`src/sv/pedq_pkg.sv`:
```
`timescale 1ns / 1ps
`default_nettype none

package pedq_pkg;

  localparam int PRI_W  = 8;
  localparam int ID_W   = 16;
  localparam int DATA_W = 16;
  localparam int SLOT_W = 3;
  localparam int QD_W   = 5;
  localparam int CFG_W  = 64;
  localparam int CIDX_W = 2;

  typedef enum logic [0:0] {
    OP_POST     = 1'b0,
    OP_DISPATCH = 1'b1
  } op_t;

  typedef enum logic [CIDX_W-1:0] {
    CFG_PRIORITIES = 2'd0,
    CFG_ENABLE     = 2'd1,
    CFG_DEPTH      = 2'd2
  } cfg_idx_t;

  typedef enum logic [2:0] {
    ST_IDLE,
    ST_POST,
    ST_BEST,
    ST_SCAN,
    ST_OUT
  } st_t;

  typedef struct packed {
    op_t                operation;
    logic [SLOT_W-1:0]  task_slot;
    logic [ID_W-1:0]    event_id;
    logic [DATA_W-1:0]  event_data;
  } pedq_in_t;

  typedef struct packed {
    logic               success;
    logic [SLOT_W-1:0]  out_slot;
    logic [ID_W-1:0]    out_event_id;
    logic [DATA_W-1:0]  out_event_data;
  } pedq_out_t;

  typedef struct packed {
    logic enabled;
    logic pending;
    logic pri_eq;
    logic pri_gt;
  } pedq_eval_t;

endpackage

`default_nettype wire

```
`src/sv/pedq_slot_eval.sv`:
```
`timescale 1ns / 1ps
`default_nettype none

module pedq_slot_eval
  import pedq_pkg::*;
#(
  parameter int IW = 4
) (
  input  wire logic             enabled,
  input  wire logic [PRI_W-1:0] pri,
  input  wire logic [PRI_W-1:0] ref_pri,
  input  wire logic [IW-1:0]    head,
  input  wire logic [IW-1:0]    tail,
  input  wire logic             depth_one,
  output pedq_eval_t            eval
);

  localparam logic [IW-1:0] ONE = IW'(1);

  always_comb begin
    eval.enabled = enabled;
    eval.pending = depth_one ? (tail == ONE) : (head != tail);
    eval.pri_eq  = (pri == ref_pri);
    eval.pri_gt  = (pri > ref_pri);
  end

endmodule

`default_nettype wire

```
`config.mk`:
```
export PLATFORM = sky130hd
export DESIGN_NAME = pedq_slot_eval
export DESIGN_NICKNAME = d
export VERILOG_FILES = /design/src/sv/pedq_pkg.sv /design/src/sv/pedq_slot_eval.sv
export SDC_FILE = /design/constraint.sdc
export NUM_CORES = 1
export LEC_CHECK = 0
export BUFFER_PORTS_ARGS = -buffer_cell sky130_fd_sc_hd__buf_2
export CORE_AREA = 4 4 41 43
export DETAILED_ROUTE_END_ITERATION = 8
export DIE_AREA = 0 0 45 47
export GPL_TIMING_DRIVEN = 0
export PLACE_DENSITY = 0.63
export RECOVER_POWER = 100
export SYNTH_ARGS = -nofsm -noshare
export SYNTH_HDL_FRONTEND = slang
export SYNTH_SLANG_ARGS = --single-unit
```
`constraint.sdc`:
```
create_clock -name vclk -period 1.1
set_input_delay 0.11 -clock vclk [all_inputs]
set_output_delay 0.11 -clock vclk [all_outputs]
set_load 0.05 [all_outputs]
```
* Word-level counts from Yosys, hierarchy flattened
Cells that the tools add are included.
** Storage, ports and cells
- RAM bits :: 0
- Latch bits :: 0
- Input port bits :: 26
- Memory bits (read-only) :: 0
- Register bits :: 0
- Memories :: 0
- Logic and storage cells :: 5
- Output and inout port bits :: 4
** Cells by class
- Bitwise logic cells :: 0
- Multiplexer cells :: 1
- Equal/unequal tests :: 3
- Divide/modulo/power cells :: 0
- Multipliers :: 0
- Reductions and logical operators :: 0
- Shift operators :: 0
- Magnitude comparators :: 1
- $add $sub $neg :: 0
** Operator list (count)
- $eq A8 B8 Y1 :: 1
- $gt A8 B8 Y1 :: 1
- $eq A4 B1 Y1 const B :: 1
- $ne A4 B4 Y1 :: 1
- $mux W1 :: 1

* Logic depth before layout (Yosys ltp)
- Word-level depth :: 2
- Gate-level depth with buffers :: 6
- Gate-level depth less buffers :: 6

* Worst setup path after synthesis
OpenSTA, ideal clock, no wires.
- Path kind :: input port to output port
- Start :: input ref_pri[7]
- End :: output eval[1] (netlist name)
- Stages :: 4
- Arrival time :: 1.219 ns
- Buffers on the path :: 0
- Path slack :: -0.229 ns
- Data required time :: 0.990 ns
- Path through :: inv_1 ha_1 nand4_1 nor2_1
** RTL lines
- from (decl) :: line pedq_slot_eval.sv:11 : input wire logic [PRI_W-1:0] ref_pri,
- to (decl) :: line pedq_slot_eval.sv:15 : output pedq_eval_t eval

==> qor.yml <==
clock_buffer_count: 0
rsz0062_at_grt: "yes"
io_buffer_count: 29
drive_gt1_frac: 0.662
routed_wl_um: 1070
period_minus_slack_ps: 1270
design.seq.count: 0
worst_setup_path_start_kind: "primary input"
grt_first_pass_wirelength_um: 1030
pre_cts_ws_ps: -313
synth_top_family_by_area: "adder cells"
seq_area_frac_synth: 0
crit_fanout: 2
worstMarginPinSlew_ps: 584
coreArea_um2: 1300
synth_cell_type_count: 15
ff_latch_area_um2: 0
grt_util_all_layers: 0.0606
drt_pass1_iterations: 4
dp_hpwl_um: 711
grt-ovfl-total: 0
ir_drop_mv: 0.168
synth_top_cells_by_count: "9 x inv_1, 8 x ha_1, 4 x a21oi_1"
post-route-util: 0.498
synthXorXnorAreaFrac: 0.0972
cp.required_ps: 990
synth_most_common_cell: "inv_1"
drc: 0
syn2layout_area_growth_pct: 140
setup_tns_ps: -261
die_x_um: 45
cap_violations: 0
status: "complete, but fails checks"
n_antenna_cell: 0
drtAntennaViolNets: 0
synth-simple-area-share: 0.125
synth_fp_nets: 72
wl_per_cell_um: 12.9
worst_ep_arrival_time_ps: 1160
start_util: 0.208
post-route-cell-area_um2: 648
antenna_found_initial: 0
pin_count: 30
gp_congestion: 0.714
drv_slew: 0
fp.dieArea_um2: 2120
num_rows: 13
criticalPathCategory: "primary input to output port"
setup-violations-final: 3
fp.dieH_um: 47
drtIter0Drc: 3
power.total_mw: 0.282
synthCells: 38
grt_pass1_vias: 286
synth_top_area_frac: 0.370
place_area_um2: 469
period_share: 1.16
power_leakage_nw: 0.302
avgSynthCellArea_um2: 7.11
yosys_warnings: 0
endpoint_kind: "output port"
synthTopCellsByArea: "ha_1 37%, inv_1 13%, xor2_1 9.7%"
stdcell_count: 83
num-nets-final: 104
synthAdderAreaFrac: 0.370
report.final.hold_viol_count: 0
vias: 376
powerDensity_nw_per_um2: 436
hold_ws_ps: 552
holdBufCountCts: 0
vias_per_cell: 4.53
synth.mux.area_fraction: 0
fmax_mhz: 786
synth_compound_area_frac: 0.255
yosysTopAreaCell: "ha_1"
synthesis.area_um2: 270
hold_class: "primary input to output port"
failed_checks: "negative setup slack"
slew_headroom: 0.612
dpl.cell_count: 82
grt_start_max_net_pins: 4
setup_slack_ps: -172
## cells by family (layout without fill, tap and decap cells)
family / Yosys count / after routing
AO/OA/AOI/OAI: 10 / 10
XOR/XNOR: 3 / 3
adder cells (fa/ha/maj): 8 / 8
buffers and inverters: 10 / 40
AND/OR/NAND/NOR: 7 / 7
## worst max-delay path: stages
cell      delay, ps
buf_8            90
inv_12           30
ha_4            220
nor2b_1         120
o211ai_1        160
a21oi_1          90
o22a_2          200
buf_8           150
## layout make-up
| type | count | area (um2) |
|---|---|---|
| multi-input combinational | 28 | 327 |
| tap | 15 | 18.8 |
| inverter | 9 | 48.8 |
| buffer | 1 | 7.51 |
| timing repair buffer | 30 | 246 |
| fill | 126 | 653 |
## worst paths after layout
| check | from | end | slack [ps] | cells past startpoint |
|---|---|---|---|---|
| worst min-delay path | depth_one | eval[2] | 550 | 3 |
| worst max-delay path | ref_pri[1] | eval[0] | -170 | 8 |
## placed cells by master (no fill, tap or decap), types with 2 or more instances in the layout
master | netlist | final
a21oi_1 | 4 | 4
buf_2 | 0 | 14
buf_4 | 1 | 2
buf_6 | 0 | 12
buf_8 | 0 | 2
ha_1 | 8 | 3
ha_4 | 0 | 5
inv_1 | 9 | 4
inv_2 | 0 | 3
nand4_1 | 2 | 2
nor2_1 | 3 | 2
xor2_1 | 3 | 2
## what timing repair did
item | CTS | global route
pin swaps | 5 | 9
buffers inserted | 0 | 1
setup endpoints to repair | 3 | 3
resized for setup | 12 | 20
hold endpoints to repair | 0 | 0
## routing by layer
layer  global-route usage  share of wire  up-vias
met5                    0              0        -
met4                    0              0        0
met3                    0          0.067        0
met2                0.124           0.64       16
met1               0.0742           0.29      168
li1                     -              -      192
## power breakdown
part / leakage (nW) / switching (mW) / total (mW) / internal, mW
combinational: 0.302 / 0.137 / 0.282 / 0.145
clock: 0 / 0 / 0 / 0
sequential: 0 / 0 / 0 / 0
Note: power is estimated with default switching activity, not from simulation.
