## src/sv/pedq_ram.sv

```systemverilog
`timescale 1ns / 1ps
`default_nettype none

module pedq_ram #(
  parameter int WIDTH = 32,
  parameter int DEPTH = 128
) (
  input  wire logic                     clk,
  input  wire logic                     we,
  input  wire logic [$clog2(DEPTH)-1:0] waddr,
  input  wire logic [WIDTH-1:0]         wdata,
  input  wire logic                     re,
  input  wire logic [$clog2(DEPTH)-1:0] raddr,
  output logic      [WIDTH-1:0]         rdata
);

  logic [WIDTH-1:0] mem_r [DEPTH];

  always_ff @(posedge clk) begin
    if (we) begin
      mem_r[waddr] <= wdata;
    end
    if (re) begin
      rdata <= mem_r[raddr];
    end
  end

endmodule

`default_nettype wire

```

## config.mk

```make
export PLATFORM = sky130hd
export DESIGN_NAME = pedq_ram
export DESIGN_NICKNAME = d
export VERILOG_FILES = /design/src/sv/pedq_ram.sv
export SDC_FILE = /design/constraint.sdc
export NUM_CORES = 2
export LEC_CHECK = 0
export BUFFER_PORTS_ARGS = -buffer_cell sky130_fd_sc_hd__buf_2
export CORE_MARGIN = 2
export CORE_UTILIZATION = 58
export CTS_BUF_LIST = sky130_fd_sc_hd__clkbuf_4
export CTS_CLUSTER_SIZE = 10
export DETAILED_ROUTE_END_ITERATION = 7
export PLACE_DENSITY = 0.73
export SLEW_MARGIN = 40
export SYNTH_ARGS = -nofsm -noshare
export SYNTH_HDL_FRONTEND = slang
export SYNTH_SLANG_ARGS = --single-unit
```

## constraint.sdc

```tcl
create_clock -name clk -period 4.7 [get_ports clk]
set_input_delay 0.47 -clock clk [delete_from_list [all_inputs] [get_ports clk]]
set_output_delay 0.47 -clock clk [all_outputs]
set_load 0.1 [all_outputs]
```

=== Yosys cells after proc, flatten, opt, wreduce, memory -nomap -nowiden ===
Memories as Yosys holds them, arrays and structs flattened. A register that Yosys moved wholly into a read port is not among the register bits.
Cells that the tools add are included.

* Register bits: 0
* RAM bits: 4096
* Output and inout bits: 32
* Word-level logic and storage cells: 3
* Memories kept: 1

* Multiplexer cells: 2

{| class="wikitable"
|+ Memory list
! memory !! depth !! bits a word !! read ports !! clocked after Yosys merged registers in !! write ports !! RTL line !! RTL
|-
| mem_r || 128 || 32 || 1 || 1 || 1 || 17 || <nowiki>logic [WIDTH-1:0] mem_r [DEPTH];</nowiki>
|}

{| class="wikitable"
|+ Operators by type and width
! operator !! count
|-
| $mux W1 || 2
|}

=== Depth between registers and ports, before layout ===
* Depth after elaboration: 2
* Depth in mapped cells: 8

=== Least setup slack after synthesis ===
Ideal clock, no wire load.

* Path type: input to register
* Start point: in we
* End point: mem mem_r[98][0] (enable)
* Setup time: 0.461 ns
* Data arrival time: 3.248 ns
* Data required time: 4.239 ns
* Path slack: 0.991 ns
* Stages: 3
* Buffers on the path: 1
* Cell sequence: clkbuf_1 -> nand4_1 -> nor3_1

* Longest elaborated chain between the ends: 2

{| class="wikitable"
|+ Ends and longest elaborated chain
! item !! RTL line !! RTL
|-
| start: declaration || 9 || <nowiki>input wire logic we,</nowiki>
|-
| $mux W1 || 20 || <nowiki>if (we) begin</nowiki>
|-
| $mux W1 (not written as such) || 21 || <nowiki>mem_r[waddr] <= wdata;</nowiki>
|-
| end: declaration || 17 ||
|}

No other way between the ends.

=== Worst setup path in the final report ===
* Start point: reg rdata[18], read port of mem_r
* End point: out rdata[18]

{| class="wikitable"
|+ RTL lines
! item !! RTL line !! RTL
|-
| start: declaration || 14 || <nowiki>output logic [WIDTH-1:0] rdata</nowiki>
|}

No word-level cell between the ends.

==> results.toml <==
[synth]
synth_top_area_cell = "edfxtp_1"
ys_ff_latch = 4128
synth_top_family_by_area = "multiplexers"
ys_warn_count = 0
synth-seq-area-share_pct = 79.2
syn_nets = 6039
synth_fa_ha_area_share_pct = 0
syn_inst = 5990
synth_area_leaders = "edfxtp_1 (79%), mux4_2 (19%), clkbuf_1 (0.44%), nor2_1 (0.29%), buf_2 (0.25%)"
synth-xor-area-share_pct = 0
synthSimpleGateAreaFrac_pct = 0.445
synthesis.area_sq_um = 157000
muxShareOfSynthArea_pct = 19.6
synth_compound_area_share_pct = 0
ys_types = 16
avgSynthCellArea_sq_um = 26.1
synth.top_cell.area_share_pct = 79.2

[critical_path]
cp_data_required_time_ps = 4230
crit_family = "flip-flops"
max_stage_delay_ps = 720
path_buf_inv = 1
worstPathArrival_ps = 2750
critical_path.startpoint_type = "register"
path_cells = "buf_2"
worstSetupEndpointType = "primary output"
critPathMaxFanout = 1
critPathSlowestCell = "edfxtp_1"
critical_path_class = "reg -> out"

[die]
dieWidth_um = 524
num_io_pins = 81
design.die.area_sq_um = 274000
fp-row-count = 190
fp.coreArea_sq_um = 268000
die_h_um = 524
start_util_pct = 58.4

[clock_tree]
ctsRootBufferMaster = "clkbuf_4"
clockBufferDepth = 4
insertion_delay_ps = 1490
htree_num_levels = 6
cts_tree = "done"
cts_made_buffers = 950
numClockSinks = 4128
clkTransAtPathRegs_ps = 70
ctsResizeCount = 0

[drt]
avgViaCountPerCell = 6.63
antenna_left = 0
dr.first_iter.drc_count = 11856
vias = 75753
drc = 0
firstDrtPassIters = 6
routedWlPerCell_um = 36.1
wl_um = 412000

[timing]
fin_setup_tns_ps = 0
tightest_slew_ps = 866
post-route-period-util_pct = 68.4
setup_viol = 0
max_freq_mhz = 311
fin_ws_ps = 1480
rsz0062_at_grt = "false"
hold_violations = 0
slew_violations = 0
skew_ps = 157
min_period_ps = 3220
relSlewSlack_pct = 42.1
hold_ws_ps = 60.2

[pwr]
p_per_area_nw_per_um2 = 410
leakagePower_nw = 55.7
irDropWorstVdd_mv = 0.301

[final_layout]
area_growth_syn_to_layout_pct = 13.3
drive_gt1_share_pct = 43.3
fin_nets = 7172

[placed_design]
pre_cts_slack_ps = 634
gp_congestion = 0.866
io_buffer_count = 80
dp_hpwl_um = 238000

[global_routing]
grt_pass1_vias = 76093
grt_max_degree = 94
antenna_found_initial = 65
overflow = 0
grt_first_pass_wirelength_um = 573000
track_usage_pct = 30.5

[flow_run]
maxCapViolations = 0

[status]
outcome = "complete, no violations"

[worst_hold_path]
worstHoldPathType = "in -> reg"
where the power goes:
part	leakage (nW)	internal [mW]	switching [mW]
Sequential	37.1	40.7	0.132
Clock	6.94	13.9	13.7
Combinational	11.6	1.59	2.76
cell type report:
| cell class | instances | area [sq um] |
|---|---|---|
| Sequential cell | 4128 | 124000 |
| Clock buffer | 1349 | 10100 |
| Multi-Input combinational cell | 1546 | 32300 |
| Tap cell | 3552 | 4440 |
| Timing Repair Buffer | 497 | 4800 |
| Fill cell | 16580 | 90800 |
| Clock inverter | 297 | 1600 |
| Antenna cell | 49 | 123 |
cells in the mapped netlist:
cell type / count
mux2_2: 32
nor2b_1: 7
nor2_1: 122
clkbuf_1: 182
nand3_1: 12
nand4_1: 3
nand2_1: 14
edfxtp_1: 4128
nor3_1: 9
buf_2: 79
or3_1: 1
mux4_2: 1344
nand2b_1: 2
buf_4: 3
buf_6: 2
buf_1: 50
final timing paths:
kind | startpoint | endpoint | slack [ps] | depth (start not counted)
hold reg to reg | mem_r[20][0]$_DFFE_PP_ | rdata[0]$_DFFE_PP_ | 1210 | 4
setup / recovery | rdata[18]$_DFFE_PP_ | rdata[18] | 1480 | 1
hold / removal | wdata[5] | mem_r[39][5]$_DFFE_PP_ | 60 | 2
setup reg to reg | mem_r[63][3]$_DFFE_PP_ | rdata[3]$_DFFE_PP_ | 1940 | 4
placed cells by master (no fill, tap or decap), types with 8 or more instances in the layout:
cell type | netlist | final
buf_2 | 79 | 41
bufinv_16 | 0 | 13
clkinv_1 | 0 | 224
buf_4 | 3 | 307
clkinv_4 | 0 | 9
clkinv_2 | 0 | 25
buf_6 | 2 | 15
mux2_2 | 32 | 32
nor3_2 | 0 | 9
dlygate4sd3_1 | 0 | 53
inv_2 | 0 | 11
buf_12 | 0 | 71
edfxtp_1 | 4128 | 4128
nand2_1 | 14 | 8
diode_2 | 0 | 49
nor2_4 | 0 | 119
clkbuf_4 | 0 | 1349
clkinvlp_4 | 0 | 11
mux4_2 | 1344 | 1344
routing by layer:
metal | vias to the layer above | GRT usage [%] | wire [um]
met5 | - | 0 | 200
li1 | 29430 | - | -
met1 | 40111 | 41.5 | 141000
met3 | 736 | 7.23 | 50900
met4 | 26 | 14.6 | 20800
met2 | 5450 | 47.4 | 199000
stage by stage:
| stage | power, mW | cell area, sq um | instances | utilization, % |
|---|---|---|---|---|
| after floorplan | 43.7 | 157000 | 5990 | - |
| after global placement | 45.8 | 165000 | 9654 | 61.4 |
| after detailed placement | 45.9 | 165000 | 9663 | 61.5 |
| after CTS | 73.0 | 177000 | 11361 | 66.0 |
| after global routing | 75.0 | 177000 | 11399 | 66.1 |
| final | 72.7 | 177000 | 11418 | 66.2 |
what timing repair did:
action / CTS / global route
hold buffers: 52 / 2
setup buffers: 0 / 0
hold endpoints to repair: 3687 / 23
registers in the layout (all words and copies together) (netlist names):
register  flops
mem_r      4096
rdata        32
logic make-up (layout without fill, tap and decap cells):
kind of cell | Yosys count | in the layout
AND/OR/NAND/NOR | 170 | 170
other | 0 | 49
buffers and inverters | 316 | 2143
flip-flops | 4128 | 4128
multiplexers | 1376 | 1376
(Power assumes the default switching activity.)
